File: config.mk
export PLATFORM = sky130hd
export DESIGN_NAME = least_loaded_dispatch_affinity_unit
export DESIGN_NICKNAME = d
export VERILOG_FILES = /design/src/hdl/lldaf_pkg.sv /design/src/hdl/lldaf_ram.sv /design/src/hdl/least_loaded_dispatch_affinity_unit.sv
export SDC_FILE = /design/constraint.sdc
export NUM_CORES = 1
export LEC_CHECK = 0
export CORE_MARGIN = 2
export CORE_UTILIZATION = 30
export DETAILED_ROUTE_END_ITERATION = 10
export DONT_BUFFER_PORTS = 1
export SYNTH_ARGS = -nofsm -noshare
export SYNTH_HDL_FRONTEND = slang
export SYNTH_SLANG_ARGS = --single-unit
File: constraint.sdc
create_clock -name clock -period 5.7 [get_ports clock]
set_input_delay 0.57 -clock clock [delete_from_list [all_inputs] [get_ports clock]]
set_output_delay 0.57 -clock clock [all_outputs]
set_load 0.02 [all_outputs]
File: src/hdl/lldaf_pkg.sv
`timescale 1ns / 1ps

package lldaf_pkg;

   localparam int WORKERS_DEFAULT     = 8;
   localparam int PIN_ENTRIES_DEFAULT = 16;
   localparam int COUNT_WIDTH_DEFAULT = 16;

   localparam int SOURCE_WIDTH    = 16;
   localparam int CSR_INDEX_WIDTH = 2;
   localparam int CSR_DATA_WIDTH  = 4;

   localparam logic MODE_TASK = 1'b0;
   localparam logic MODE_DONE = 1'b1;

   localparam logic [CSR_INDEX_WIDTH-1:0] CSR_FIFO_KEEP       = 2'd0;
   localparam logic [CSR_INDEX_WIDTH-1:0] CSR_ACTIVE_WORKERS  = 2'd1;
   localparam logic [CSR_INDEX_WIDTH-1:0] CSR_RESERVED_WORKER = 2'd2;

   localparam logic       FIFO_KEEP_RESET       = 1'b1;
   localparam logic [3:0] ACTIVE_WORKERS_RESET  = 4'd8;
   localparam logic [2:0] RESERVED_WORKER_RESET = 3'd1;

   typedef enum logic [2:0] {
      STATUS_DISPATCHED = 3'd0,
      STATUS_NO_WORKER  = 3'd1,
      STATUS_UNPINNED   = 3'd2,
      STATUS_COMPLETION = 3'd3,
      STATUS_UNKNOWN    = 3'd4
   } status_type;

   typedef enum logic [2:0] {
      ST_CLEAR,
      ST_IDLE,
      ST_PIN_SCAN,
      ST_DECIDE,
      ST_LOAD_SCAN,
      ST_LOAD_RD,
      ST_LOAD_WR,
      ST_FINISH
   } state_type;

   typedef struct packed {
      logic                    mode;
      logic [SOURCE_WIDTH-1:0] source_id;
      logic [2:0]              done_worker;
   } req_type;

   typedef struct packed {
      status_type status;
      logic [2:0] target_worker;
      logic       via_affinity;
   } rsp_type;

endpackage

File: src/hdl/lldaf_ram.sv
`timescale 1ns / 1ps

module lldaf_ram #(
   parameter int WIDTH = 8,
   parameter int DEPTH = 16,
   localparam int AW = (DEPTH > 1) ? $clog2(DEPTH) : 1
) (
   input  logic             clock,
   input  logic             wr_en,
   input  logic [AW-1:0]    wr_addr,
   input  logic [WIDTH-1:0] wr_data,
   input  logic             rd_en,
   input  logic [AW-1:0]    rd_addr,
   output logic [WIDTH-1:0] rd_data
);

   logic [WIDTH-1:0] mem_ff [DEPTH];
   logic [WIDTH-1:0] rd_data_ff;

   always_ff @(posedge clock) begin
      if (wr_en) begin
         mem_ff[wr_addr] <= wr_data;
      end
      if (rd_en) begin
         rd_data_ff <= mem_ff[rd_addr];
      end
   end

   assign rd_data = rd_data_ff;

endmodule

File: src/hdl/least_loaded_dispatch_affinity_unit.sv
`timescale 1ns / 1ps

// Task dispatcher with per-source worker affinity.
// The req channel takes one item per task arrival or task completion; the rsp
// channel returns exactly one item for each, in order. Both use valid/stall.
// The csr channel writes fifo_keep, active_workers and reserved_worker; csr_ready
// is always high, and registers should be written only while no item is in work.
// Each item first scans the affinity table, one entry per cycle through the pin
// memory read port. A new task that needs a search then scans the loads of the
// first min(active_workers, WORKERS) workers, one per cycle through the load
// memory read port. Affinity hits and completions instead do a read and a write
// of one load. The next item is accepted in the cycle after the previous result
// at the earliest; req_stall is high while an item is in work.
// Results sit in an output register, so the next item is accepted while a result
// waits; a held rsp_stall only delays the end of that next item.
// Reset clears all loads through a pass over every worker, during which req_stall
// stays high, clears every affinity entry at once and restores register defaults.

module least_loaded_dispatch_affinity_unit #(
   parameter int WORKERS     = lldaf_pkg::WORKERS_DEFAULT,
   parameter int PIN_ENTRIES = lldaf_pkg::PIN_ENTRIES_DEFAULT,
   parameter int COUNT_WIDTH = lldaf_pkg::COUNT_WIDTH_DEFAULT
) (
   input  logic                                     clock,
   input  logic                                     reset,
   input  logic                                     req_valid,
   output logic                                     req_stall,
   input  lldaf_pkg::req_type                       req_data,
   output logic                                     rsp_valid,
   input  logic                                     rsp_stall,
   output lldaf_pkg::rsp_type                       rsp_data,
   input  logic                                     csr_valid,
   output logic                                     csr_ready,
   input  logic [lldaf_pkg::CSR_INDEX_WIDTH-1:0]    csr_index,
   input  logic [lldaf_pkg::CSR_DATA_WIDTH-1:0]     csr_data
);

   localparam int WAW   = $clog2(WORKERS);
   localparam int WW1   = $clog2(WORKERS + 1);
   localparam int LW    = (WW1 > 4) ? WW1 : 4;
   localparam int PAW   = (PIN_ENTRIES > 1) ? $clog2(PIN_ENTRIES) : 1;
   localparam int PW1   = $clog2(PIN_ENTRIES + 1);
   localparam int SRC_W = lldaf_pkg::SOURCE_WIDTH;
   localparam int PIN_W = SRC_W + WAW + COUNT_WIDTH;
   localparam logic [COUNT_WIDTH-1:0] CNT_MAX = {COUNT_WIDTH{1'b1}};

   lldaf_pkg::state_type     state_ff, state_in;
   logic                     fifo_keep_ff, fifo_keep_in;
   logic [3:0]               active_ff, active_in;
   logic [2:0]               reserved_ff, reserved_in;
   logic [PIN_ENTRIES-1:0]   pin_valid_ff, pin_valid_in;
   logic                     rsp_valid_ff, rsp_valid_in;
   lldaf_pkg::rsp_type       rsp_data_ff, rsp_data_in;

   lldaf_pkg::req_type       item_ff, item_in;
   logic [PW1-1:0]           pin_idx_ff, pin_idx_in;
   logic                     chk_vld_ff, chk_vld_in;
   logic [PAW-1:0]           chk_idx_ff, chk_idx_in;
   logic                     hit_ff, hit_in;
   logic [PAW-1:0]           hit_idx_ff, hit_idx_in;
   logic [WAW-1:0]           hit_worker_ff, hit_worker_in;
   logic [COUNT_WIDTH-1:0]   hit_count_ff, hit_count_in;
   logic                     free_ff, free_in;
   logic [PAW-1:0]           free_idx_ff, free_idx_in;
   logic [LW-1:0]            wk_idx_ff, wk_idx_in;
   logic                     lchk_vld_ff, lchk_vld_in;
   logic [WAW-1:0]           lchk_idx_ff, lchk_idx_in;
   logic                     found_ff, found_in;
   logic [WAW-1:0]           best_ff, best_in;
   logic [COUNT_WIDTH-1:0]   best_load_ff, best_load_in;
   logic [WAW-1:0]           ld_addr_ff, ld_addr_in;
   lldaf_pkg::status_type    res_status_ff, res_status_in;
   logic [WAW-1:0]           res_target_ff, res_target_in;
   logic                     res_via_ff, res_via_in;

   logic                     load_wr_en;
   logic [WAW-1:0]           load_wr_addr;
   logic [COUNT_WIDTH-1:0]   load_wr_data;
   logic                     load_rd_en;
   logic [WAW-1:0]           load_rd_addr;
   logic [COUNT_WIDTH-1:0]   load_rd_data;
   logic                     pin_wr_en;
   logic [PAW-1:0]           pin_wr_addr;
   logic [PIN_W-1:0]         pin_wr_data;
   logic                     pin_rd_en;
   logic [PAW-1:0]           pin_rd_addr;
   logic [PIN_W-1:0]         pin_rd_data;

   logic [SRC_W-1:0]         rd_source;
   logic [WAW-1:0]           rd_worker;
   logic [COUNT_WIDTH-1:0]   rd_count;
   logic [LW-1:0]            lim;
   logic [COUNT_WIDTH-1:0]   dec_count;
   logic [PAW-1:0]           new_entry;

   assign rd_source = pin_rd_data[PIN_W-1 -: SRC_W];
   assign rd_worker = pin_rd_data[COUNT_WIDTH +: WAW];
   assign rd_count  = pin_rd_data[COUNT_WIDTH-1:0];
   assign lim       = (LW'(active_ff) < LW'(WORKERS)) ? LW'(active_ff) : LW'(WORKERS);
   assign dec_count = (hit_count_ff == '0) ? '0 : hit_count_ff - COUNT_WIDTH'(1);
   assign new_entry = hit_ff ? hit_idx_ff : free_idx_ff;

   assign req_stall = (state_ff != lldaf_pkg::ST_IDLE);
   assign rsp_valid = rsp_valid_ff;
   assign rsp_data  = rsp_data_ff;
   assign csr_ready = 1'b1;

   lldaf_ram #(
      .WIDTH (COUNT_WIDTH),
      .DEPTH (WORKERS)
   ) u_load_ram (
      .clock   (clock),
      .wr_en   (load_wr_en),
      .wr_addr (load_wr_addr),
      .wr_data (load_wr_data),
      .rd_en   (load_rd_en),
      .rd_addr (load_rd_addr),
      .rd_data (load_rd_data)
   );

   lldaf_ram #(
      .WIDTH (PIN_W),
      .DEPTH (PIN_ENTRIES)
   ) u_pin_ram (
      .clock   (clock),
      .wr_en   (pin_wr_en),
      .wr_addr (pin_wr_addr),
      .wr_data (pin_wr_data),
      .rd_en   (pin_rd_en),
      .rd_addr (pin_rd_addr),
      .rd_data (pin_rd_data)
   );

   always_comb begin
      state_in      = state_ff;
      fifo_keep_in  = fifo_keep_ff;
      active_in     = active_ff;
      reserved_in   = reserved_ff;
      pin_valid_in  = pin_valid_ff;
      rsp_valid_in  = rsp_valid_ff;
      rsp_data_in   = rsp_data_ff;
      item_in       = item_ff;
      pin_idx_in    = pin_idx_ff;
      chk_vld_in    = 1'b0;
      chk_idx_in    = chk_idx_ff;
      hit_in        = hit_ff;
      hit_idx_in    = hit_idx_ff;
      hit_worker_in = hit_worker_ff;
      hit_count_in  = hit_count_ff;
      free_in       = free_ff;
      free_idx_in   = free_idx_ff;
      wk_idx_in     = wk_idx_ff;
      lchk_vld_in   = 1'b0;
      lchk_idx_in   = lchk_idx_ff;
      found_in      = found_ff;
      best_in       = best_ff;
      best_load_in  = best_load_ff;
      ld_addr_in    = ld_addr_ff;
      res_status_in = res_status_ff;
      res_target_in = res_target_ff;
      res_via_in    = res_via_ff;

      load_wr_en   = 1'b0;
      load_wr_addr = ld_addr_ff;
      load_wr_data = '0;
      load_rd_en   = 1'b0;
      load_rd_addr = ld_addr_ff;
      pin_wr_en    = 1'b0;
      pin_wr_addr  = hit_idx_ff;
      pin_wr_data  = {item_ff.source_id, hit_worker_ff, hit_count_ff};
      pin_rd_en    = 1'b0;
      pin_rd_addr  = pin_idx_ff[PAW-1:0];

      if (rsp_valid_ff && !rsp_stall) begin
         rsp_valid_in = 1'b0;
      end

      if (csr_valid && csr_ready) begin
         case (csr_index)
            lldaf_pkg::CSR_FIFO_KEEP: begin
               fifo_keep_in = csr_data[0];
            end
            lldaf_pkg::CSR_ACTIVE_WORKERS: begin
               active_in = csr_data[3:0];
            end
            lldaf_pkg::CSR_RESERVED_WORKER: begin
               reserved_in = csr_data[2:0];
            end
            default: begin
            end
         endcase
      end

      case (state_ff)
         lldaf_pkg::ST_CLEAR: begin
            load_wr_en   = 1'b1;
            load_wr_addr = wk_idx_ff[WAW-1:0];
            load_wr_data = '0;
            wk_idx_in    = wk_idx_ff + LW'(1);
            if (wk_idx_ff == LW'(WORKERS - 1)) begin
               state_in = lldaf_pkg::ST_IDLE;
            end
         end
         lldaf_pkg::ST_IDLE: begin
            if (req_valid) begin
               item_in    = req_data;
               pin_idx_in = '0;
               hit_in     = 1'b0;
               free_in    = 1'b0;
               state_in   = lldaf_pkg::ST_PIN_SCAN;
            end
         end
         lldaf_pkg::ST_PIN_SCAN: begin
            if (pin_idx_ff < PW1'(PIN_ENTRIES)) begin
               pin_rd_en   = 1'b1;
               pin_rd_addr = pin_idx_ff[PAW-1:0];
               pin_idx_in  = pin_idx_ff + PW1'(1);
               chk_vld_in  = 1'b1;
               chk_idx_in  = pin_idx_ff[PAW-1:0];
            end
            if (chk_vld_ff) begin
               if (pin_valid_ff[chk_idx_ff]) begin
                  if (rd_source == item_ff.source_id && !hit_ff) begin
                     hit_in        = 1'b1;
                     hit_idx_in    = chk_idx_ff;
                     hit_worker_in = rd_worker;
                     hit_count_in  = rd_count;
                  end
               end else if (!free_ff) begin
                  free_in     = 1'b1;
                  free_idx_in = chk_idx_ff;
               end
            end
            if (pin_idx_ff == PW1'(PIN_ENTRIES) && !chk_vld_ff) begin
               state_in = lldaf_pkg::ST_DECIDE;
            end
         end
         lldaf_pkg::ST_DECIDE: begin
            res_via_in    = 1'b0;
            res_target_in = '0;
            if (item_ff.mode == lldaf_pkg::MODE_TASK) begin
               if (hit_ff && fifo_keep_ff) begin
                  pin_wr_en     = 1'b1;
                  pin_wr_addr   = hit_idx_ff;
                  pin_wr_data   = {item_ff.source_id, hit_worker_ff,
                                   (hit_count_ff == CNT_MAX) ? hit_count_ff :
                                   hit_count_ff + COUNT_WIDTH'(1)};
                  res_status_in = lldaf_pkg::STATUS_DISPATCHED;
                  res_target_in = hit_worker_ff;
                  res_via_in    = 1'b1;
                  ld_addr_in    = hit_worker_ff;
                  state_in      = lldaf_pkg::ST_LOAD_RD;
               end else begin
                  wk_idx_in = '0;
                  found_in  = 1'b0;
                  state_in  = lldaf_pkg::ST_LOAD_SCAN;
               end
            end else begin
               res_status_in = hit_ff ? lldaf_pkg::STATUS_COMPLETION :
                               lldaf_pkg::STATUS_UNKNOWN;
               if (hit_ff) begin
                  pin_wr_en   = 1'b1;
                  pin_wr_addr = hit_idx_ff;
                  pin_wr_data = {item_ff.source_id, hit_worker_ff, dec_count};
                  if (dec_count == '0) begin
                     pin_valid_in[hit_idx_ff] = 1'b0;
                  end
               end
               if (LW'(item_ff.done_worker) < LW'(WORKERS)) begin
                  ld_addr_in = WAW'(item_ff.done_worker);
                  state_in   = lldaf_pkg::ST_LOAD_RD;
               end else begin
                  state_in = lldaf_pkg::ST_FINISH;
               end
            end
         end
         lldaf_pkg::ST_LOAD_SCAN: begin
            if (wk_idx_ff < lim) begin
               load_rd_en   = 1'b1;
               load_rd_addr = wk_idx_ff[WAW-1:0];
               wk_idx_in    = wk_idx_ff + LW'(1);
               lchk_vld_in  = 1'b1;
               lchk_idx_in  = wk_idx_ff[WAW-1:0];
            end
            if (lchk_vld_ff && LW'(lchk_idx_ff) != LW'(reserved_ff)) begin
               if (!found_ff || load_rd_data < best_load_ff) begin
                  found_in     = 1'b1;
                  best_in      = lchk_idx_ff;
                  best_load_in = load_rd_data;
               end
            end
            if (wk_idx_ff >= lim && !lchk_vld_ff) begin
               state_in = lldaf_pkg::ST_FINISH;
               if (!found_ff) begin
                  res_status_in = lldaf_pkg::STATUS_NO_WORKER;
               end else begin
                  load_wr_en    = 1'b1;
                  load_wr_addr  = best_ff;
                  load_wr_data  = (best_load_ff == CNT_MAX) ? best_load_ff :
                                  best_load_ff + COUNT_WIDTH'(1);
                  res_target_in = best_ff;
                  if (hit_ff || free_ff) begin
                     pin_wr_en               = 1'b1;
                     pin_wr_addr             = new_entry;
                     pin_wr_data             = {item_ff.source_id, best_ff,
                                                COUNT_WIDTH'(1)};
                     pin_valid_in[new_entry] = 1'b1;
                     res_status_in           = lldaf_pkg::STATUS_DISPATCHED;
                  end else begin
                     res_status_in = lldaf_pkg::STATUS_UNPINNED;
                  end
               end
            end
         end
         lldaf_pkg::ST_LOAD_RD: begin
            load_rd_en   = 1'b1;
            load_rd_addr = ld_addr_ff;
            state_in     = lldaf_pkg::ST_LOAD_WR;
         end
         lldaf_pkg::ST_LOAD_WR: begin
            load_wr_en   = 1'b1;
            load_wr_addr = ld_addr_ff;
            if (item_ff.mode == lldaf_pkg::MODE_TASK) begin
               load_wr_data = (load_rd_data == CNT_MAX) ? load_rd_data :
                              load_rd_data + COUNT_WIDTH'(1);
            end else begin
               load_wr_data = (load_rd_data == '0) ? '0 :
                              load_rd_data - COUNT_WIDTH'(1);
            end
            state_in = lldaf_pkg::ST_FINISH;
         end
         lldaf_pkg::ST_FINISH: begin
            if (!rsp_valid_ff || !rsp_stall) begin
               rsp_valid_in              = 1'b1;
               rsp_data_in.status        = res_status_ff;
               rsp_data_in.target_worker = 3'(res_target_ff);
               rsp_data_in.via_affinity  = res_via_ff;
               state_in                  = lldaf_pkg::ST_IDLE;
            end
         end
         default: begin
            state_in = lldaf_pkg::ST_IDLE;
         end
      endcase
   end

   always_ff @(posedge clock) begin
      if (reset) begin
         state_ff     <= lldaf_pkg::ST_CLEAR;
         fifo_keep_ff <= lldaf_pkg::FIFO_KEEP_RESET;
         active_ff    <= lldaf_pkg::ACTIVE_WORKERS_RESET;
         reserved_ff  <= lldaf_pkg::RESERVED_WORKER_RESET;
         pin_valid_ff <= '0;
         rsp_valid_ff <= 1'b0;
         chk_vld_ff   <= 1'b0;
         lchk_vld_ff  <= 1'b0;
         wk_idx_ff    <= '0;
      end else begin
         state_ff     <= state_in;
         fifo_keep_ff <= fifo_keep_in;
         active_ff    <= active_in;
         reserved_ff  <= reserved_in;
         pin_valid_ff <= pin_valid_in;
         rsp_valid_ff <= rsp_valid_in;
         chk_vld_ff   <= chk_vld_in;
         lchk_vld_ff  <= lchk_vld_in;
         wk_idx_ff    <= wk_idx_in;
      end
   end

   always_ff @(posedge clock) begin
      rsp_data_ff   <= rsp_data_in;
      item_ff       <= item_in;
      pin_idx_ff    <= pin_idx_in;
      chk_idx_ff    <= chk_idx_in;
      hit_ff        <= hit_in;
      hit_idx_ff    <= hit_idx_in;
      hit_worker_ff <= hit_worker_in;
      hit_count_ff  <= hit_count_in;
      free_ff       <= free_in;
      free_idx_ff   <= free_idx_in;
      lchk_idx_ff   <= lchk_idx_in;
      found_ff      <= found_in;
      best_ff       <= best_in;
      best_load_ff  <= best_load_in;
      ld_addr_ff    <= ld_addr_in;
      res_status_ff <= res_status_in;
      res_target_ff <= res_target_in;
      res_via_ff    <= res_via_in;
   end

`ifndef SYNTHESIS
   a_best_not_reserved: assert property (@(posedge clock) disable iff (reset)
      (state_ff == lldaf_pkg::ST_LOAD_SCAN && found_ff)
      |-> (LW'(best_ff) != LW'(reserved_ff)))
      else $error("least-loaded search picked the reserved worker");

   a_pins_change_in_decision: assert property (@(posedge clock) disable iff (reset)
      (state_ff != lldaf_pkg::ST_DECIDE && state_ff != lldaf_pkg::ST_LOAD_SCAN)
      |=> $stable(pin_valid_ff))
      else $error("affinity valid bits changed outside a decision step");

   a_scans_drained: assert property (@(posedge clock) disable iff (reset)
      (state_ff == lldaf_pkg::ST_FINISH) |-> (!chk_vld_ff && !lchk_vld_ff))
      else $error("result issued while a scan read was still in flight");

   a_via_only_dispatched: assert property (@(posedge clock) disable iff (reset)
      (rsp_valid_ff && rsp_data_ff.via_affinity)
      |-> (rsp_data_ff.status == lldaf_pkg::STATUS_DISPATCHED))
      else $error("affinity flag set on a result that is not a dispatch");
`endif

endmodule

# Word-level counts from Yosys, hierarchy flattened
# Memories as Yosys holds them, arrays and structs flattened. A register that Yosys moved wholly into a read port is not among the register bits.
# Index checks and enable logic that the tools add are counted.
# W data, S select, Z words.
[word_totals]
memories = 2
elab_cells = 245
regBits = 132
ramBits = 688
out_inout_bits = 10
[mem_list]
columns = ["memory", "depth", "word_bits", "rd", "rd_ports_with_merged_regs", "write_ports", "line", "source"]
rows = [
  ["u_pin_ram.mem_ff", 16, 35, 1, 1, 1, "lldaf_ram.sv:17", "logic [WIDTH-1:0] mem_ff [DEPTH];"],
  ["u_load_ram.mem_ff", 8, 16, 1, 1, 1, "lldaf_ram.sv:17", ""],
]
[classes]
eq_ne = 38
add_sub_neg = 7
reduce_logical = 48
order_cmp = 10
mux = 103
bitwise = 6
[op_table]
columns = ["cell", "count"]
rows = [
  ["$mux W16", 17],
  ["$pmux W16 S2", 2],
  ["$mux W3", 20],
  ["$mux W19", 3],
  ["$add A16 B1 Y16 const B", 3],
  ["$eq A16 B16 Y1 const B", 3],
  ["$logic_not A16 Y1", 3],
  ["$ne A2 B2 Y1 const B", 20],
  ["$pmux W19 S2", 1],
  ["$mux W4", 9],
  ["$mux W1", 32],
  ["$sub A16 B1 Y16 const B", 2],
  ["$pmux W3 S8", 1],
  ["$pmux W3 S2", 3],
  ["$and A16 B16 Y16", 1],
  ["$eq A16 B16 Y1", 1],
  ["$lt A16 B16 Y1", 1],
  ["$not A16 Y16", 1],
  ["$or A16 B16 Y16", 1],
  ["$reduce_and A2 Y1", 8],
  ["$reduce_and A4 Y1", 4],
  ["$lt A4 B5 Y1 const B", 3],
  ["$reduce_and A5 Y1", 3],
  ["$eq A3 B3 Y1 const B", 4],
  ["34 further kinds", 66],
]

# Logic depth before layout (Yosys ltp)
[logic_depth]
ltp_word = 10
depth_mapped = 12
depth_no_buf = 11

# Cells and area by module
# From an unflattened synthesis, not the netlist that was laid out.
[hier_totals]
hier_cells = 2019
hier_area_um2 = 36283.5
[modules_own_cells]
columns = ["mod", "instances", "area_per_inst_um2", "cells_each"]
rows = [
  ["lldaf_ram at u_pin_ram", 1, 22404.0, 914],
  ["least_loaded_dispatch_affinity_unit", 1, 8425.6, 891],
  ["lldaf_ram at u_load_ram", 1, 5454.0, 214],
]

# Least setup slack after synthesis
# OpenSTA, ideal clock, no wires.
[synth_path]
path_kind = "register -> register"
start = "register active_ff[3]"
end = "memory u_pin_ram.mem_ff[11][0] (netlist name) (enable)"
path_slack_ns = 1.713
required_ns = 5.273
synth_period_minus_slack_ns = 3.987
setup_time_ns = 0.427
arrival_ns = 3.560
n_path_buf = 0
stages_incl_launch_ff = 11
path_cell_list = "dfxtp_1 inv_1 nand2_1 ha_1 nor2b_1 o21a_1 o21ai_1 a21oi_1 nand3_1 mux2_2 nor2_1"
[synth_via]
elab_chain_cells = 8
word_cells_on_any_way = 10
classes_between = "order compare: 2; mux: 7; reduce/logical: 1"
[synth_rtl]
columns = ["item", "line", "source"]
rows = [
  ["start, declared", "least_loaded_dispatch_affinity_unit.sv:49", "logic [3:0] active_ff, active_in;"],
  ["start signal, assigned", "least_loaded_dispatch_affinity_unit.sv:351", "active_ff <= lldaf_pkg::ACTIVE_WORKERS_RESET;"],
  ["start signal, assigned", "least_loaded_dispatch_affinity_unit.sv:361", "active_ff <= active_in;"],
  ["$lt A4 B4 Y1", "least_loaded_dispatch_affinity_unit.sv:99", "assign lim = (LW'(active_ff) < LW'(WORKERS)) ? LW'(active_ff) : LW'(WORKERS);"],
  ["$mux W4 (*)", "least_loaded_dispatch_affinity_unit.sv:99", ""],
  ["$ge A4 B4 Y1 (*)", "least_loaded_dispatch_affinity_unit.sv:292", "if (wk_idx_ff >= lim && !lchk_vld_ff) begin"],
  ["$logic_and A1 B1 Y1 (*)", "least_loaded_dispatch_affinity_unit.sv:292", ""],
  ["$mux W1", "least_loaded_dispatch_affinity_unit.sv:292", ""],
  ["$pmux W1 S2", "least_loaded_dispatch_affinity_unit.sv:194", "case (state_ff)"],
  ["$mux W1", "lldaf_ram.sv:21", "if (wr_en) begin"],
  ["$mux W1 (not written as such)", "lldaf_ram.sv:22", "mem_ff[wr_addr] <= wr_data;"],
  ["end, declared", "lldaf_ram.sv:17", ""],
]
# Mark *: on every way between the ends. The rest lies on a longest branch, timed or not.

# Worst setup path after layout
[layout_path]
start = "register state_ff[2]"
end = "memory u_pin_ram.mem_ff[15][15] (netlist name) (enable)"
[layout_via]
elab_chain_cells = 4
word_cells_on_any_way = 6
classes_between = "eq/ne: 2; mux: 4"
[layout_rtl]
columns = ["item", "line", "source"]
rows = [
  ["start, declared", "least_loaded_dispatch_affinity_unit.sv:47", "lldaf_pkg::state_type state_ff, state_in;"],
  ["start signal, assigned", "least_loaded_dispatch_affinity_unit.sv:349", "state_ff <= lldaf_pkg::ST_CLEAR;"],
  ["start signal, assigned", "least_loaded_dispatch_affinity_unit.sv:359", "state_ff <= state_in;"],
  ["$eq A3 B3 Y1 / $eq A3 B2 Y1 (equally long branches)", "least_loaded_dispatch_affinity_unit.sv:194", ""],
  ["$pmux W1 S2", "least_loaded_dispatch_affinity_unit.sv:194", ""],
  ["$mux W1", "lldaf_ram.sv:21", ""],
  ["$mux W1 (not written as such)", "lldaf_ram.sv:22", ""],
]
# Several ways; a longest one is shown, not always the timed one.

==> run summary <==
Area Overhead vs Synth - 14.7%
Max-slew headroom - 11.1%
GPL Wtd Cong - 0.867
Post-synth ARST share - 0%
Met2 Routed Length - 40800 um
Unique cell type count in the Yosys netlist - 92
Row count - 127
Syn_nets - 2095
Cts bufs inserted - 88
CP arrival - 4.74 ns
Clk buf depth - 3
Clock root cell - clkbuf_16
CTS tree - yes
Fin cells - 3763
R2R cell count - 8
Cell taking the most area after synthesis - edfxtp_1
Drt initial violations - 1748
Multi-input logic area - 9770 um2
Met1 wire length - 34100 um
MaxCap Viol Count - 0
Synthesis warning total - 0
RSZ-0062 raised after global routing - false
Layout cells sized above 1 - 19.8%
First-pass GRT wire length - 124000 um
Placed cell areas - 38100 um2
Sequential element share of the synthesized area - 71.6%
Crit-path max FO - 26
Ys flop type - edfxtp_1
# setup viols final - 0
First drt pass iteration count - 6
Syn_area_per_cell - 17.7 um2
DP Wirelength - 50200 um
Final hold viol count - 0
Die Height - 351 um
Worst VDD drop - 0.000219 V
Seq. cell area - 25800 um2
I/O Buffers - 0
Leakage - 13.0 nW
Post-layout min period - 4.47 ns
Skew-Pair Late Insertion Delay - 0.67 ns
Die area - 123000 um2
H-Tree Depth - 3
Measured slew at the worst slew-check pin - 1.33 ns
Max-slew violation count - 0
Hold endpoint - chk_vld_ff
Total power - 13.2 mW
Highest-count cells in the layout ignoring fill and taps - 837 x edfxtp_1, 181 x mux4_2, 90 x clkbuf_16
Synth Register Bits - 871
N_diodes - 0
Most common cell after layout, fill and taps aside - edfxtp_1
Met3 WL post-DR - 5660 um
R2r endpoint - u_pin_ram.mem_ff[15][15]
Setup TNS - 0 ns
Fmax - 224 MHz
Yosys top cell area share - 69.7%
Hold-critical path depth - 1
Startpoint Class - flip-flop
# fillers - 11100
Post-Syn Area - 36100 um2
DR vias/cell - 5.07
DR vias - 19100
Nets - 2138
Syn Inst Count - 2037
Initial antenna violation count - 2
Top sig layer - met4
Min-delay worst type - input port to flip-flop
Global Route Usage Sum - 13.2%
GRT overflow - 0
I/O pins - 41
Power Density - 320 nW/um2
Clk sinks - 871
Clock Pin Slew Worst Setup and Hold Paths - 0.06 ns
CP Capture Type - flip-flop
Post-layout util - 34.6%
Critical path class - flip-flop to flip-flop
Setup bufs post-CTS - 0
Synth top area cells - edfxtp_1 70%, mux4_2 11%, dfxtp_1 1.9%, and3_1 1.2%, a211oi_1 1.0%
Pin count of the biggest net entering global routing - 145
Post-DR wirelength/cell - 21.8 um
Hold path start - reset
Vias in the first global route - 19500
R2R Setup Slk - 1.23 ns
Final WL - 82100 um
Reg-to-Reg Start - state_ff[2]
Clock Skews - 0.0737 ns
Placed insts - 3580
Post-route ant nets - 0
Post-route cell area - 41400 um2
# DRC - 0
Outcome - finished, final reports clean
Post-synth EDFFs - 837
Die width - 351 um
Period utilization - 78.5%
Core area - 120000 um2
Worst EP required - 5.96 ns
Initial Util - 30.2%
-- cell type report --
type / instances / area share, %
clock inverters: 57 / 1.79
inverters: 45 / 0.408
flip-flops and latches: 871 / 62.4
repair buffers: 63 / 1.36
multi-input cells: 1011 / 23.6
clock buffers: 104 / 5.59
well taps: 1612 / 4.87
-- what timing repair did --
action,in CTS,in global routing
gates resized for setup,0,0
hold endpoints to repair,27,0
hold buffers,21,0
-- Yosys cell counts, types with 36 or more instances --
master	number
mux2i_1	36
inv_1	45
nor3_1	40
nor2_1	83
a211oi_1	50
clkbuf_1	69
and3_1	70
mux4_2	181
edfxtp_1	837
nand3_1	44
o21ai_0	42
a21oi_1	40
nand2_1	82
-- state kept, by name (all words and copies together) (netlist names), 3 cells and up --
name and cells:
pin_idx_ff 5, hit_count_ff 16, active_ff 4, hit_worker_ff 3, u_pin_ram.rd_data 35, best_load_ff 16
rsp_data 7, hit_idx_ff 4, item_ff 20, res_target_ff 3, pin_valid_ff 16, res_status_ff 3
free_idx_ff 4, lchk_idx_ff 3, ld_addr_ff 3, best_ff 3, u_pin_ram.mem_ff 560, reserved_ff 3
u_load_ram.rd_data 16, chk_idx_ff 4, u_load_ram.mem_ff 128, wk_idx_ff 4, state_ff 3
-- power by group --
part	switching, mW	leakage, nW	total (mW)	internal (mW)
clock network	2.50	1.49	6.03	3.53
logic	0.105	3.74	0.173	0.0677
registers	0.0287	7.78	7.03	7.00
total	2.63	13.0	13.2	10.6
-- per-stage QoR --
| step | setup slack, ns | hold WS [ns] |
|---|---|---|
| floorplan | 1.71 | 0.400 |
| global placement | 1.49 | 0.401 |
| detailed placement | 1.32 | 0.405 |
| CTS | 1.33 | 0.00310 |
| global route | 0.941 | 0.00378 |
| finish | 1.23 | 0.0333 |
-- critical path: stages, from the launching register on --
cell,delay [ns]
dfxtp_1,0.62
nand2_1,0.39
inv_1,0.50
nand2_1,0.20
a211o_1,0.56
o22ai_1,0.45
a32oi_1,0.33
nor2_4,0.53
buf_4,0.53
-- cell families (layout without fill, tap and decap cells) --
kind of cell    Yosys count  in the layout  share of synthesized area [%]
xor+xnor                 53             53                           1.29
mux                     223            223                           12.5
compound gates          290            290                           5.69
fa+ha+maj                27             27                          0.936
buf+inv                 155            269                           1.93
other cells               1              1                         0.0104
simple gates            417            417                           6.10
flops                   871            871                           71.6
-- layer usage --
layer	GRT usage, %	vias to the layer above
li1	-	8436
met1	17.3	9823
met2	22.4	675
met3	2.66	153
met4	3.19	0
met5	0	-
-- worst max path at each step --
stage                 startpoint                  endpoint  depth (start not counted)  slack (ns)
floorplan           active_ff[3]   u_pin_ram.mem_ff[11][0]                         10        1.71
global placement     state_ff[2]   u_load_ram.mem_ff[1][2]                          7        1.49
detailed placement   state_ff[2]  u_pin_ram.mem_ff[15][32]                          8        1.32
CTS                  state_ff[2]  u_pin_ram.mem_ff[15][15]                          8        1.33
global route         state_ff[2]  u_pin_ram.mem_ff[15][15]                          8        0.94
finish               state_ff[2]  u_pin_ram.mem_ff[15][15]                          8        1.23
Power figures use the tool's default switching activity.
